## src/rtl/core/dbe_pkg.sv

```systemverilog
// Package for the dial box event decoder: types, codes and constants
// shared by the byte parser, the dial bank and the top level.
// No dependencies.
package dbe_pkg;

    // Default sizes handed to the top-level parameters.
    localparam int DBE_DIAL_COUNT   = 8;
    localparam int DBE_SWITCH_COUNT = 32;

    // Field widths fixed by the interface.
    localparam int IDX_W   = 5;
    localparam int VALUE_W = 16;
    localparam int NOISE_W = 15;
    localparam int MASK_W  = 33;
    localparam int CFG_IDX_W = 2;

    // Byte codes from the box.
    localparam logic [7:0] SWITCH_FLIP      = 8'h18;
    localparam logic [7:0] PEN_PRESS_BYTE   = 8'h2B;
    localparam logic [7:0] PEN_RELEASE_BYTE = 8'h2D;
    localparam int         PEN_MASK_BIT     = 32;

    // Half and full raw reading range, used by the unwrap correction.
    localparam logic signed [17:0] WRAP_HALF = 18'sd32768;
    localparam logic signed [17:0] WRAP_FULL = 18'sd65536;

    // Reset values of the configuration registers.
    localparam logic [7:0] DIAL_BASE_RESET    = 8'd48;
    localparam logic [7:0] PRESS_BASE_RESET   = 8'd192;
    localparam logic [7:0] RELEASE_BASE_RESET = 8'd224;

    // Configuration register indexes.
    localparam logic [CFG_IDX_W-1:0] CFG_DIAL_BASE    = 2'd0;
    localparam logic [CFG_IDX_W-1:0] CFG_PRESS_BASE   = 2'd1;
    localparam logic [CFG_IDX_W-1:0] CFG_RELEASE_BASE = 2'd2;
    localparam logic [CFG_IDX_W-1:0] CFG_BUTTON_MASK  = 2'd3;

    // Input actions.
    localparam logic [1:0] ACT_BYTE   = 2'd0;
    localparam logic [1:0] ACT_LIMITS = 2'd1;
    localparam logic [1:0] ACT_VALUE  = 2'd2;

    // Report kinds.
    typedef enum logic [1:0] {
        KIND_DIAL   = 2'd0,
        KIND_SWITCH = 2'd1,
        KIND_PEN    = 2'd2
    } report_kind_t;

    // Byte parser state: how many message bytes are still expected.
    typedef enum logic [1:0] {
        WAIT_LOW    = 2'd0,
        WAIT_HIGH   = 2'd1,
        WAIT_HEADER = 2'd2
    } parse_state_t;

    // Completed dial message from the parser.
    typedef struct packed {
        logic              valid;
        logic [IDX_W-1:0]  idx;
        logic [15:0]       raw;
    } dial_msg_t;

    // Button event from the parser.
    typedef struct packed {
        logic              valid;
        report_kind_t      kind;
        logic [IDX_W-1:0]  idx;
        logic              pressed;
    } button_rpt_t;

    // Command to the dial bank for one item.
    typedef struct packed {
        logic                       msg_valid;
        logic                       set_limits;
        logic                       set_value;
        logic [IDX_W-1:0]           idx;
        logic [15:0]                raw;
        logic signed [VALUE_W-1:0]  min_limit;
        logic signed [VALUE_W-1:0]  max_limit;
        logic [NOISE_W-1:0]         noise;
        logic                       enable;
        logic signed [VALUE_W-1:0]  init_value;
    } dial_cmd_t;

    // Dial value report from the dial bank.
    typedef struct packed {
        logic                       valid;
        logic [IDX_W-1:0]           idx;
        logic signed [VALUE_W-1:0]  value;
    } dial_rpt_t;

endpackage

```

## src/rtl/core/dbe_parser.sv

```systemverilog
// Byte parser of the dial box event decoder: dial message framing and
// switch and light pen button decoding. Depends on dbe_pkg.
module dbe_parser
    import dbe_pkg::*;
#(
    parameter int DIAL_COUNT   = DBE_DIAL_COUNT,
    parameter int SWITCH_COUNT = DBE_SWITCH_COUNT
) (
    input  logic              aclk,
    input  logic              aresetn,
    input  logic              byte_fire,
    input  logic [7:0]        rx_byte,
    input  logic [7:0]        dial_code_base,
    input  logic [7:0]        press_code_base,
    input  logic [7:0]        release_code_base,
    input  logic [MASK_W-1:0] button_queue_mask,
    output dial_msg_t         dial_msg,
    output button_rpt_t       button_rpt
);

    parse_state_t state_reg, state_next;
    logic [7:0]   pend_dial_reg, pend_dial_next;
    logic [7:0]   pend_high_reg, pend_high_next;

    logic [7:0] hdr_offs, stale_offs, press_offs, release_offs;
    logic [7:0] press_sw, release_sw;
    logic       hdr_hit, stale_ok, press_hit, release_hit;

    // Range checks against the configured code bases, without wrap.
    always_comb begin
        hdr_offs     = rx_byte - dial_code_base;
        hdr_hit      = (rx_byte >= dial_code_base) &&
                       ({1'b0, hdr_offs} < 9'(DIAL_COUNT));
        stale_offs   = pend_dial_reg - dial_code_base;
        stale_ok     = (pend_dial_reg >= dial_code_base) &&
                       ({1'b0, stale_offs} < 9'(DIAL_COUNT));
        press_offs   = rx_byte - press_code_base;
        press_hit    = (rx_byte >= press_code_base) &&
                       ({1'b0, press_offs} < 9'(SWITCH_COUNT));
        release_offs = rx_byte - release_code_base;
        release_hit  = (rx_byte >= release_code_base) &&
                       ({1'b0, release_offs} < 9'(SWITCH_COUNT));
        press_sw     = press_offs ^ SWITCH_FLIP;
        release_sw   = release_offs ^ SWITCH_FLIP;
    end

    // Next state and event outputs.
    always_comb begin
        state_next     = state_reg;
        pend_dial_next = pend_dial_reg;
        pend_high_next = pend_high_reg;
        dial_msg       = '0;
        button_rpt     = '0;
        button_rpt.kind = KIND_SWITCH;
        if (byte_fire) begin
            case (state_reg)
                WAIT_HEADER: begin
                    if (hdr_hit) begin
                        pend_dial_next = rx_byte;
                        state_next     = WAIT_HIGH;
                    end else if (press_hit) begin
                        // Switch numbers of 32 and above have no queue bit.
                        button_rpt.valid   = (press_sw[7:5] == 3'd0) &&
                                             button_queue_mask[{1'b0, press_sw[4:0]}];
                        button_rpt.kind    = KIND_SWITCH;
                        button_rpt.idx     = press_sw[4:0];
                        button_rpt.pressed = 1'b1;
                    end else if (release_hit) begin
                        button_rpt.valid   = (release_sw[7:5] == 3'd0) &&
                                             button_queue_mask[{1'b0, release_sw[4:0]}];
                        button_rpt.kind    = KIND_SWITCH;
                        button_rpt.idx     = release_sw[4:0];
                        button_rpt.pressed = 1'b0;
                    end else if (rx_byte == PEN_PRESS_BYTE) begin
                        button_rpt.valid   = button_queue_mask[PEN_MASK_BIT];
                        button_rpt.kind    = KIND_PEN;
                        button_rpt.pressed = 1'b1;
                    end else if (rx_byte == PEN_RELEASE_BYTE) begin
                        button_rpt.valid   = button_queue_mask[PEN_MASK_BIT];
                        button_rpt.kind    = KIND_PEN;
                        button_rpt.pressed = 1'b0;
                    end
                end
                WAIT_HIGH: begin
                    pend_high_next = rx_byte;
                    state_next     = WAIT_LOW;
                end
                WAIT_LOW: begin
                    // A header that no longer names a dial drops the message.
                    state_next     = WAIT_HEADER;
                    dial_msg.valid = stale_ok;
                    dial_msg.idx   = stale_offs[IDX_W-1:0];
                    dial_msg.raw   = {pend_high_reg, rx_byte};
                end
                default: begin
                    state_next = WAIT_HEADER;
                end
            endcase
        end
    end

    // Parser state registers.
    always_ff @(posedge aclk) begin
        if (!aresetn) begin
            state_reg     <= WAIT_HEADER;
            pend_dial_reg <= 8'd0;
            pend_high_reg <= 8'd0;
        end else begin
            state_reg     <= state_next;
            pend_dial_reg <= pend_dial_next;
            pend_high_reg <= pend_high_next;
        end
    end

    // A completed message only ever leaves the low-byte state.
    assert property (@(posedge aclk) disable iff (!aresetn)
        dial_msg.valid |-> (state_reg == WAIT_LOW))
        else $error("dial message outside low-byte state");

    // Every byte taken in the low-byte state returns the parser to the header.
    assert property (@(posedge aclk) disable iff (!aresetn)
        (byte_fire && state_reg == WAIT_LOW) |=> (state_reg == WAIT_HEADER))
        else $error("parser did not return to header state");

    // Button events never come out in the middle of a dial message.
    assert property (@(posedge aclk) disable iff (!aresetn)
        button_rpt.valid |-> (state_reg == WAIT_HEADER))
        else $error("button event inside dial message");

endmodule

```

## src/rtl/core/dbe_dial_bank.sv

```systemverilog
// Per-dial state and the single-pass dial update: unwrap, clamp to the
// limits and noise filter. Depends on dbe_pkg.
module dbe_dial_bank
    import dbe_pkg::*;
#(
    parameter int DIAL_COUNT = DBE_DIAL_COUNT
) (
    input  logic      aclk,
    input  logic      aresetn,
    input  dial_cmd_t cmd,
    output dial_rpt_t rpt
);

    localparam int AW = (DIAL_COUNT > 1) ? $clog2(DIAL_COUNT) : 1;

    // The dial value is kept as position minus offset; it always stays
    // within the 16-bit range after a message or a set action.
    logic signed [VALUE_W-1:0] value_reg    [DIAL_COUNT];
    logic [15:0]               raw_reg      [DIAL_COUNT];
    logic signed [VALUE_W-1:0] last_rep_reg [DIAL_COUNT];
    logic signed [VALUE_W-1:0] min_reg      [DIAL_COUNT];
    logic signed [VALUE_W-1:0] max_reg      [DIAL_COUNT];
    logic [NOISE_W-1:0]        noise_reg    [DIAL_COUNT];
    logic                      enable_reg   [DIAL_COUNT];

    logic [AW-1:0]             addr;
    logic signed [VALUE_W-1:0] cur_value, cur_last, cur_min, cur_max;
    logic signed [17:0]        step, delta, raw_sum;
    logic                      below, above;
    logic signed [VALUE_W-1:0] value_next, last_next;
    logic signed [17:0]        diff, neg_diff;
    logic                      moved;

    assign addr      = cmd.idx[AW-1:0];
    assign cur_value = value_reg[addr];
    assign cur_last  = last_rep_reg[addr];
    assign cur_min   = min_reg[addr];
    assign cur_max   = max_reg[addr];

    // Unwrap the raw step, then clamp; crossed limits end on the maximum.
    always_comb begin
        step = $signed({2'b00, cmd.raw}) - $signed({2'b00, raw_reg[addr]});
        if (step > WRAP_HALF) begin
            delta = step - WRAP_FULL;
        end else if (step < -WRAP_HALF) begin
            delta = step + WRAP_FULL;
        end else begin
            delta = step;
        end
        raw_sum = 18'(cur_value) + delta;
        below   = raw_sum < 18'(cur_min);
        above   = raw_sum > 18'(cur_max);
        if (below) begin
            value_next = (cur_min > cur_max) ? cur_max : cur_min;
        end else if (above) begin
            value_next = cur_max;
        end else begin
            value_next = raw_sum[VALUE_W-1:0];
        end
    end

    // Noise filter against the last reported value.
    always_comb begin
        diff      = 18'(value_next) - 18'(cur_last);
        neg_diff  = -diff;
        moved     = (diff >= $signed({3'b000, noise_reg[addr]})) ||
                    (neg_diff >= $signed({3'b000, noise_reg[addr]}));
        rpt.valid = cmd.msg_valid && enable_reg[addr] && moved;
        rpt.idx   = cmd.idx;
        rpt.value = value_next;
        last_next = (enable_reg[addr] && !moved) ? cur_last : value_next;
    end

    // Dial entry update.
    always_ff @(posedge aclk) begin
        if (!aresetn) begin
            for (int i = 0; i < DIAL_COUNT; i++) begin
                value_reg[i]    <= '0;
                raw_reg[i]      <= '0;
                last_rep_reg[i] <= '0;
                min_reg[i]      <= 16'sh8000;
                max_reg[i]      <= 16'sh7FFF;
                noise_reg[i]    <= '0;
                enable_reg[i]   <= 1'b0;
            end
        end else begin
            if (cmd.msg_valid) begin
                value_reg[addr]    <= value_next;
                raw_reg[addr]      <= cmd.raw;
                last_rep_reg[addr] <= last_next;
            end
            if (cmd.set_limits) begin
                min_reg[addr]    <= cmd.min_limit;
                max_reg[addr]    <= cmd.max_limit;
                noise_reg[addr]  <= cmd.noise;
                enable_reg[addr] <= cmd.enable;
            end
            if (cmd.set_value) begin
                value_reg[addr] <= cmd.init_value;
            end
        end
    end

    // A dial report is always clamped to the maximum limit.
    assert property (@(posedge aclk) disable iff (!aresetn)
        rpt.valid |-> (rpt.value <= cur_max))
        else $error("dial report above maximum limit");

    // A dial report only comes from a completed message.
    assert property (@(posedge aclk) disable iff (!aresetn)
        rpt.valid |-> cmd.msg_valid)
        else $error("dial report without message");

    // A report updates the stored last value to the reported value.
    assert property (@(posedge aclk) disable iff (!aresetn)
        (rpt.valid && !cmd.set_value) |=>
            (last_rep_reg[$past(addr)] == $past(value_next)))
        else $error("last reported value not updated");

endmodule

```

## src/rtl/core/dial_box_event_decoder_core.sv

```systemverilog
// Pipeline: an accepted item goes into the input register, then into the result
// register, from which it is taken on the result channel.
// Throughput: one item per cycle while m_ready is high; each item does at most
// one read-modify-write of a dial entry in the dial bank between the two registers.
// Reset (aresetn, synchronous, active low) restores register defaults,
// empties both stages and puts the parser back to waiting for a header.
module dial_box_event_decoder_core
    import dbe_pkg::*;
#(
    parameter int DIAL_COUNT   = DBE_DIAL_COUNT,
    parameter int SWITCH_COUNT = DBE_SWITCH_COUNT
) (
    input  logic                      aclk,
    input  logic                      aresetn,
    // Configuration write port.
    input  logic                      cfg_we,
    input  logic [CFG_IDX_W-1:0]      cfg_idx,
    input  logic [MASK_W-1:0]         cfg_data,
    // Input channel.
    input  logic                      s_valid,
    output logic                      s_ready,
    input  logic [1:0]                s_action,
    input  logic [7:0]                s_rx_byte,
    input  logic [2:0]                s_dial_index,
    input  logic signed [VALUE_W-1:0] s_min_limit,
    input  logic signed [VALUE_W-1:0] s_max_limit,
    input  logic [NOISE_W-1:0]        s_noise_threshold,
    input  logic                      s_report_enable,
    input  logic signed [VALUE_W-1:0] s_initial_value,
    // Result channel.
    output logic                      m_valid,
    input  logic                      m_ready,
    output logic                      m_report_valid,
    output logic [1:0]                m_report_kind,
    output logic [IDX_W-1:0]          m_report_index,
    output logic signed [VALUE_W-1:0] m_report_value
);

    // Configuration registers.
    logic [7:0]        dial_base_reg, press_base_reg, release_base_reg;
    logic [MASK_W-1:0] mask_reg;

    always_ff @(posedge aclk) begin
        if (!aresetn) begin
            dial_base_reg    <= DIAL_BASE_RESET;
            press_base_reg   <= PRESS_BASE_RESET;
            release_base_reg <= RELEASE_BASE_RESET;
            mask_reg         <= '0;
        end else if (cfg_we) begin
            case (cfg_idx)
                CFG_DIAL_BASE:    dial_base_reg    <= cfg_data[7:0];
                CFG_PRESS_BASE:   press_base_reg   <= cfg_data[7:0];
                CFG_RELEASE_BASE: release_base_reg <= cfg_data[7:0];
                CFG_BUTTON_MASK:  mask_reg         <= cfg_data;
                default: begin
                end
            endcase
        end
    end

    // Handshake: the result register frees up when it is empty or taken.
    logic in_valid_reg, out_valid_reg;
    logic out_load, fire;

    assign out_load = !out_valid_reg || m_ready;
    assign fire     = in_valid_reg && out_load;
    assign s_ready  = !in_valid_reg || out_load;
    assign m_valid  = out_valid_reg;

    // Input register.
    logic [1:0]                action_reg;
    logic [7:0]                rx_byte_reg;
    logic [2:0]                dial_index_reg;
    logic signed [VALUE_W-1:0] min_reg, max_reg, init_reg;
    logic [NOISE_W-1:0]        noise_reg;
    logic                      enable_reg;

    always_ff @(posedge aclk) begin
        if (!aresetn) begin
            in_valid_reg <= 1'b0;
        end else if (s_ready) begin
            in_valid_reg <= s_valid;
        end
    end

    always_ff @(posedge aclk) begin
        if (s_valid && s_ready) begin
            action_reg     <= s_action;
            rx_byte_reg    <= s_rx_byte;
            dial_index_reg <= s_dial_index;
            min_reg        <= s_min_limit;
            max_reg        <= s_max_limit;
            noise_reg      <= s_noise_threshold;
            enable_reg     <= s_report_enable;
            init_reg       <= s_initial_value;
        end
    end

    // Byte parser.
    dial_msg_t   dial_msg;
    button_rpt_t button_rpt;

    dbe_parser #(
        .DIAL_COUNT   (DIAL_COUNT),
        .SWITCH_COUNT (SWITCH_COUNT)
    ) u_parser (
        .aclk              (aclk),
        .aresetn           (aresetn),
        .byte_fire         (fire && (action_reg == ACT_BYTE)),
        .rx_byte           (rx_byte_reg),
        .dial_code_base    (dial_base_reg),
        .press_code_base   (press_base_reg),
        .release_code_base (release_base_reg),
        .button_queue_mask (mask_reg),
        .dial_msg          (dial_msg),
        .button_rpt        (button_rpt)
    );

    // Dial command: a completed message or a set action on a valid dial.
    dial_cmd_t dial_cmd;
    dial_rpt_t dial_rpt;
    logic      index_ok;

    always_comb begin
        index_ok            = {3'b000, dial_index_reg} < 6'(DIAL_COUNT);
        dial_cmd.msg_valid  = dial_msg.valid;
        dial_cmd.set_limits = fire && (action_reg == ACT_LIMITS) && index_ok;
        dial_cmd.set_value  = fire && (action_reg == ACT_VALUE) && index_ok;
        dial_cmd.idx        = dial_msg.valid ? dial_msg.idx : IDX_W'(dial_index_reg);
        dial_cmd.raw        = dial_msg.raw;
        dial_cmd.min_limit  = min_reg;
        dial_cmd.max_limit  = max_reg;
        dial_cmd.noise      = noise_reg;
        dial_cmd.enable     = enable_reg;
        dial_cmd.init_value = init_reg;
    end

    dbe_dial_bank #(
        .DIAL_COUNT (DIAL_COUNT)
    ) u_dial_bank (
        .aclk    (aclk),
        .aresetn (aresetn),
        .cmd     (dial_cmd),
        .rpt     (dial_rpt)
    );

    // Result merge; fields are zero when no report is made.
    logic                      rep_valid_next;
    report_kind_t              rep_kind_next;
    logic [IDX_W-1:0]          rep_index_next;
    logic signed [VALUE_W-1:0] rep_value_next;

    always_comb begin
        rep_valid_next = 1'b0;
        rep_kind_next  = KIND_DIAL;
        rep_index_next = '0;
        rep_value_next = '0;
        if (dial_rpt.valid) begin
            rep_valid_next = 1'b1;
            rep_kind_next  = KIND_DIAL;
            rep_index_next = dial_rpt.idx;
            rep_value_next = dial_rpt.value;
        end else if (button_rpt.valid) begin
            rep_valid_next = 1'b1;
            rep_kind_next  = button_rpt.kind;
            rep_index_next = button_rpt.idx;
            rep_value_next = VALUE_W'(button_rpt.pressed);
        end
    end

    // Result register.
    logic                      rep_valid_reg;
    report_kind_t              rep_kind_reg;
    logic [IDX_W-1:0]          rep_index_reg;
    logic signed [VALUE_W-1:0] rep_value_reg;

    always_ff @(posedge aclk) begin
        if (!aresetn) begin
            out_valid_reg <= 1'b0;
        end else if (out_load) begin
            out_valid_reg <= fire;
        end
    end

    always_ff @(posedge aclk) begin
        if (fire) begin
            rep_valid_reg <= rep_valid_next;
            rep_kind_reg  <= rep_kind_next;
            rep_index_reg <= rep_index_next;
            rep_value_reg <= rep_value_next;
        end
    end

    assign m_report_valid = rep_valid_reg;
    assign m_report_kind  = rep_kind_reg;
    assign m_report_index = rep_index_reg;
    assign m_report_value = rep_value_reg;

    // Every item that leaves the input register yields a result the next cycle.
    assert property (@(posedge aclk) disable iff (!aresetn)
        fire |=> m_valid)
        else $error("item processed without result");

    // An empty result register never holds back the input register.
    assert property (@(posedge aclk) disable iff (!aresetn)
        (in_valid_reg && !out_valid_reg) |-> fire)
        else $error("input stalled with empty result register");

    // A result without a report carries all-zero fields.
    assert property (@(posedge aclk) disable iff (!aresetn)
        (m_valid && !m_report_valid) |->
            (m_report_kind == KIND_DIAL && m_report_index == '0 &&
             m_report_value == '0))
        else $error("non-report result with nonzero fields");

    // Dial and button events never coincide on one item.
    assert property (@(posedge aclk) disable iff (!aresetn)
        !(dial_rpt.valid && button_rpt.valid))
        else $error("dial and button event on one item");

endmodule

```

## config.mk

```make
export PLATFORM = sky130hd
export DESIGN_NAME = dial_box_event_decoder_core
export DESIGN_NICKNAME = d
export VERILOG_FILES = /design/src/rtl/core/dbe_pkg.sv /design/src/rtl/core/dbe_parser.sv /design/src/rtl/core/dbe_dial_bank.sv /design/src/rtl/core/dial_box_event_decoder_core.sv
export SDC_FILE = /design/constraint.sdc
export NUM_CORES = 2
export LEC_CHECK = 0
export BUFFER_PORTS_ARGS = -buffer_cell sky130_fd_sc_hd__buf_2
export CAP_MARGIN = 5
export CORE_MARGIN = 2
export CORE_UTILIZATION = 42
export CTS_CLUSTER_SIZE = 20
export DETAILED_ROUTE_END_ITERATION = 8
export REMOVE_ABC_BUFFERS = 1
export SLEW_MARGIN = 20
export SYNTH_ARGS = -nofsm -noshare
export SYNTH_HDL_FRONTEND = slang
export SYNTH_HIERARCHICAL = 1
export SYNTH_SLANG_ARGS = --single-unit
```

## constraint.sdc

```tcl
create_clock -name aclk -period 18.8 [get_ports aclk]
set_input_delay 0.94 -clock aclk [delete_from_list [all_inputs] [get_ports aclk]]
set_output_delay 0.94 -clock aclk [all_outputs]
set_load 0.02 [all_outputs]
```

# --- After elaboration in Yosys (flattened, before gate mapping) ---
# Memories as Yosys holds them, arrays and structs flattened.
# Cells that the tools add are included.
# W data, S select, Z words.
word_totals:
  output_inout_bits: 26
  n_memories: 7
  regBits: 178
  inputBits: 117
  mem_bits_rw: 768
  wordCells: 175
memory_table:
  columns: ["name", "words", "width", "read_ports", "rd_clocked_by_memory_dff", "write_ports", "line", "text"]
  rows:
  - ["u_dial_bank.last_rep_reg", 8, 16, 1, 0, 8, "dbe_dial_bank.sv:20", "logic signed [VALUE_W-1:0] last_rep_reg [DIAL_COUNT];"]
  - ["u_dial_bank.max_reg", 8, 16, 1, 0, 8, "dbe_dial_bank.sv:22", "logic signed [VALUE_W-1:0] max_reg [DIAL_COUNT];"]
  - ["u_dial_bank.min_reg", 8, 16, 1, 0, 8, "dbe_dial_bank.sv:21", "logic signed [VALUE_W-1:0] min_reg [DIAL_COUNT];"]
  - ["u_dial_bank.raw_reg", 8, 16, 1, 0, 8, "dbe_dial_bank.sv:19", "logic [15:0] raw_reg [DIAL_COUNT];"]
  - ["u_dial_bank.value_reg", 8, 16, 1, 0, 8, "dbe_dial_bank.sv:18", "logic signed [VALUE_W-1:0] value_reg [DIAL_COUNT];"]
  - ["u_dial_bank.noise_reg", 8, 15, 1, 0, 8, "dbe_dial_bank.sv:23", "logic [NOISE_W-1:0] noise_reg [DIAL_COUNT];"]
  - ["+1 memories", null, null, null, null, null, null, null]
classes:
  n_reduce_logical: 41
  n_eq_ne: 10
  mux: 62
  addsub: 10
  magnitude_cmp: 17
  bitwise_logic: 6
op_table:
  columns: ["op", "n"]
  rows:
  - ["$mux W16", 11]
  - ["$reduce_or A16 Y1", 5]
  - ["$mux W22", 2]
  - ["$ge A18 B16 Y1", 2]
  - ["$mux W18", 2]
  - ["$mux W9", 4]
  - ["$sub A16 B16 Y17", 2]
  - ["$ge A8 B8 Y1", 4]
  - ["$sub A8 B8 Y8", 4]
  - ["$mux W3", 10]
  - ["$mux W1", 24]
  - ["$mux W5", 4]
  - ["$add A16 B18 Y18", 1]
  - ["$add A18 B18 Y18 const B", 1]
  - ["$gt A18 B16 Y1", 1]
  - ["$gt A18 B17 Y1 const B", 1]
  - ["$lt A18 B16 Y1", 1]
  - ["$lt A18 B16 Y1 const B", 1]
  - ["$neg A18 Y18", 1]
  - ["$sub A18 B18 Y18 const B", 1]
  - ["$eq A8 B6 Y1 const B", 2]
  - ["$gt A16 B16 Y1", 1]
  - ["$lt A8 B4 Y1 const B", 2]
  - ["$lt A8 B6 Y1 const B", 2]
  - ["22 further kinds", 57]

# --- Depth between registers and ports, before layout ---
# An unclocked memory read counts as a cell.
depth:
  ltp_word: 23
  depth_mapped: 80
  depth_no_buf: 70

# --- By module ---
# Netlist, hierarchy kept.
by_module_without_submodules:
  columns: ["module", "n_inst", "area_per_inst_um2", "seq_area_each_um2", "cells_per_inst"]
  rows:
  - ["dbe_dial_bank", 1, 38121.6, 22982.0, 3145]
  - ["dial_box_event_decoder_core", 1, 5602.9, 4214.0, 380]
  - ["dbe_parser", 1, 2895.3, 360.3, 350]

# --- Least setup slack after synthesis ---
# Ideal clock, no wire load.
synth_timing:
  kind: "input port to flip-flop"
  startpoint: "input m_ready"
  endpoint: "register rep_index_reg[2], in the netlist m_report_index[2], data pin"
  setup_time_ps: 266
  arrival_ps: 15471
  setup_slack_ps: 3063
  path_buffers: 12
  stages: 71
  t_required_ps: 18534
  cell_sequence: "nor2b_1 nor4b_1 clkbuf_1 nand2_1 nor2_1 nand3_1 nor3_1 mux2_2 buf_2 buf_2 buf_2 nor3_1 clkbuf_1 clkbuf_1 clkbuf_1 clkbuf_1 a221oi_1 and3_1 (+35 left out) or2_2 o311ai_0 nor3_1 or3_4 or2_2 nor2_1 xnor2_1 ha_1 o21ai_0 nand2b_1 a21oi_1 a31oi_1 o311ai_1 a2111oi_2 o21bai_1 o2111a_1 clkbuf_1 o21ai_0"
synth_rtl:
  columns: ["item", "line", "text"]
  rows:
  - ["start: declaration", "dial_box_event_decoder_core.sv:32", "input logic m_ready,"]
  - ["end signal: assignment", "dial_box_event_decoder_core.sv:189", "rep_index_reg <= rep_index_next;"]
  - ["end: declaration", "dial_box_event_decoder_core.sv:174", "logic [IDX_W-1:0] rep_index_reg;"]

==> results.yml <==
outcome:
  status: "finished, final reports clean"
critical_path:
  crit_path_top_delay_cell: "sky130_fd_sc_hd__o41ai_1"
  worstPathMaxFanout: 29
  timing.critical_path.slowest_cell_delay_ns: 0.74
  setup.worst_path.end_class: "flop"
  cp_data_required_time_ns: 19.21
  cp_common_cell: "sky130_fd_sc_hd__o21ai_0"
  timing.setup.critical_path_class: "reg -> reg"
  cp_num_buf_inv: 7
  timing.critical_path.from_type: "flop"
  critical_path.top_delay_family: "compound AO/OA/AOI/OAI gates"
  worst-endpoint-arrival_ns: 17.34
pwr:
  power.switching_fraction_pct: 36.4
  power_density_nw_per_um2: 128
  sequentialPowerShare_pct: 35.7
  p_total_w: 0.00672
  power.leakage_nw: 19.1
  irDropWorstVdd_mv: 0.0875
  combinational_group_share_of_total_power_pct: 35.6
  p_clk_share_pct: 28.7
  p_switching_w: 0.00244
  power.internal_w: 0.00427
cts:
  cts_root_buf: "sky130_fd_sc_hd__clkbuf_16"
  cts.sinks: 946
  cts_h_tree_depth: 3
  clk_pin_slew_worst_paths_ns: 0.06
  cts.hold.buffers_added: 0
  clkLatencyLatePin_ns: 0.68
  cts_buffers: 102
  cts_repair_resize_count: 0
  tritoncts: "done"
  maximum_clock_path_buffer_count: 3
  setup_fix_buffers_added_after_clock_tree_synthesis: 0
final_layout:
  final_layout_size_suffix_gt1_share_pct: 13.5
  fillCellCount: 9780
  design.final.nets: 4267
  layout_common_cells: "861 x sky130_fd_sc_hd__edfxtp_1, 321 x sky130_fd_sc_hd__nor2_1, 276 x sky130_fd_sc_hd__and2_1"
  syn2layout_area_growth_pct: 12.3
  mostFrequentLayoutCell: "sky130_fd_sc_hd__edfxtp_1"
routing:
  detail_route.first_pass.iterations: 6
  detail_route.wl_per_cell_um: 25.9
  drtAntennaViolNets: 0
  avgViaCountPerCell: 5.93
  drt_drc_violations_left: 0
  wirelength_um: 144000
  via_count: 32873
  drt_first_iter_violations: 3566
floorplanning:
  die_h_um: 337
  floorplan.die_area_um2: 114000
  io_pins: 143
  std_cell_rows: 122
  floorplan.initialDensity_pct: 42.2
  die-width_um: 337
  floorplan.core_area_um2: 110000
timing:
  timing.clock.skew_ns: 0.0277
  report.final.setup_viol: 0
  tightestPinTransition_ns: 1.13
  finalHoldViolCount: 0
  fin_crit_ns: 16.93
  unrepaired_setup_endpoints_after_global_routing: "false"
  timing.fmax_mhz: 59.1
  final.setup.worst_slack_ns: 1.87
  timing.final.crit_share_pct: 90.1
  drv_slew: 0
  slew-limit-headroom_pct: 24.1
global_routing:
  first_global_vias: 32026
  grt_max_degree: 122
  grt_pass1_wl_um: 213000
  globalRoute.totalOverflow: 0
  global_route.usage.total_pct: 25.1
  antenna_violations_before_repair: 2
synthesis:
  synthTopCellsByArea: "sky130_fd_sc_hd__edfxtp_1 55%, sky130_fd_sc_hd__ha_1 4.4%, sky130_fd_sc_hd__and2_1 3.7%"
  synth.largest_area_cell: "sky130_fd_sc_hd__edfxtp_1"
  synth.top_cell.area_share_pct: 55.5
  synthesis.instances: 3875
  main_flop_type_after_synthesis: "sky130_fd_sc_hd__edfxtp_1"
  asr_flop_ratio_synth_pct: 0
  synth.yosys.warnings: 6
  synth.ff_latch_count: 946
  synth_cell_types: 104
  synth_edf_count: 861
  register_area_share_after_synthesis_pct: 59.1
  synth_area_per_cell_um2: 12.0
  syn_area_um2: 46600
placed_design:
  gp_routability_congestion: 0.899
  placement.setup.worst_slack_ns: 1.75
  dpl.hpwl_um: 89600
  io_buffer_count: 142
flow_run:
  timing.max_cap.violations: 0
worst_hold_path:
  hold_path.class: "in -> reg"
==> power groups by stage <==
stage               registers (W)  logic [W]  clock network (W)
finish                    0.00240    0.00239            0.00193
global route              0.00240    0.00261            0.00203
CTS                       0.00240    0.00236            0.00196
detailed placement        0.00244    0.00235                  0
global placement          0.00244    0.00234                  0
floorplan                 0.00243    0.00158                  0
==> cells in the mapped netlist (28+ instances only) <==
cell type / instances
sky130_fd_sc_hd__a221oi_1: 39
sky130_fd_sc_hd__o21ai_0: 91
sky130_fd_sc_hd__dfxtp_1: 85
sky130_fd_sc_hd__nor2b_1: 33
sky130_fd_sc_hd__ha_1: 164
sky130_fd_sc_hd__nand2_1: 233
sky130_fd_sc_hd__nand4_1: 32
sky130_fd_sc_hd__clkbuf_1: 187
sky130_fd_sc_hd__inv_1: 115
sky130_fd_sc_hd__nor2_1: 331
sky130_fd_sc_hd__and2_1: 278
sky130_fd_sc_hd__or3_1: 139
sky130_fd_sc_hd__a21oi_1: 99
sky130_fd_sc_hd__xnor2_1: 32
sky130_fd_sc_hd__and4_1: 30
sky130_fd_sc_hd__nand3_1: 44
sky130_fd_sc_hd__and3_1: 181
sky130_fd_sc_hd__a22o_1: 38
sky130_fd_sc_hd__a22oi_1: 223
sky130_fd_sc_hd__edfxtp_1: 861
sky130_fd_sc_hd__o22ai_1: 67
sky130_fd_sc_hd__a21o_1: 28
sky130_fd_sc_hd__nor2_2: 41
sky130_fd_sc_hd__mux2i_1: 87
==> final timing paths <==
check	cells past startpoint	slack (ns)	endpoint	startpoint
max reg2reg	67	1.87	u_dial_bank/last_rep_reg[3][11]	dial_base_reg[1]
min reg2reg	2	0.45	u_parser/pend_high_reg[5]	u_parser/pend_high_reg[5]
max	67	1.87	u_dial_bank/last_rep_reg[3][11]	dial_base_reg[1]
min	1	0.43	dial_index_reg[1]	s_dial_index[1]
==> per-stage QoR <==
| step | setup TNS [ns] | instance area, um2 | utilization [%] | std cells | hold slack [ns] |
|---|---|---|---|---|---|
| finish | 0 | 52400 | 47.5 | 5547 | 0.431 |
| global route | 0 | 52400 | 47.4 | 5545 | 0.399 |
| CTS | 0 | 52300 | 47.4 | 5545 | 0.388 |
| detailed placement | 0 | 49200 | 44.6 | 5365 | 0.446 |
| global placement | 0 | 49200 | 44.6 | 5365 | 0.439 |
| floorplan | -188.52 | 45600 | - | 3636 | 0.432 |
==> logic make-up after synthesis <==
| kind of cell | share of synthesized area, % |
|---|---|
| simple gates | 16.6 |
| flops | 59.1 |
| compound gates | 11.7 |
| buf+inv | 3.11 |
| fa+ha+maj | 4.62 |
| mux | 3.97 |
| xor+xnor | 0.880 |
==> final cells by class <==
type	count	area (um2)	share of cell area (%)
diodes	2	5.00	0.00956
clock buffers	127	2740	5.23
flip-flops and latches	946	27600	52.6
clock inverters	53	414	0.791
multi-input cells	2569	17900	34.1
inverters	121	454	0.867
repair buffers	241	1480	2.83
well taps	1488	1860	3.55
==> worst register-to-register path, delay by kind of cell (launching register included) <==
kind	cells	cell delay [ns]
buffers and inverters	7	1.42
adders and majority gates	7	2.31
AOI/OAI and AO/OA	27	6.61
and+or+nand+nor	20	4.14
xor gates and xnor gates	2	0.29
DFF	1	0.39
muxes	4	1.52
==> per-layer routing <==
| metal | vias to the layer above | global-route usage (%) | wire length (um) |
|---|---|---|---|
| li1 | 14847 | - | - |
| met1 | 16524 | 34.9 | 62600 |
| met2 | 1285 | 41.2 | 68000 |
| met3 | 217 | 3.06 | 9180 |
| met4 | 0 | 7.41 | 3940 |
| met5 | - | 0 | 0 |
(Power assumes the default switching activity.)
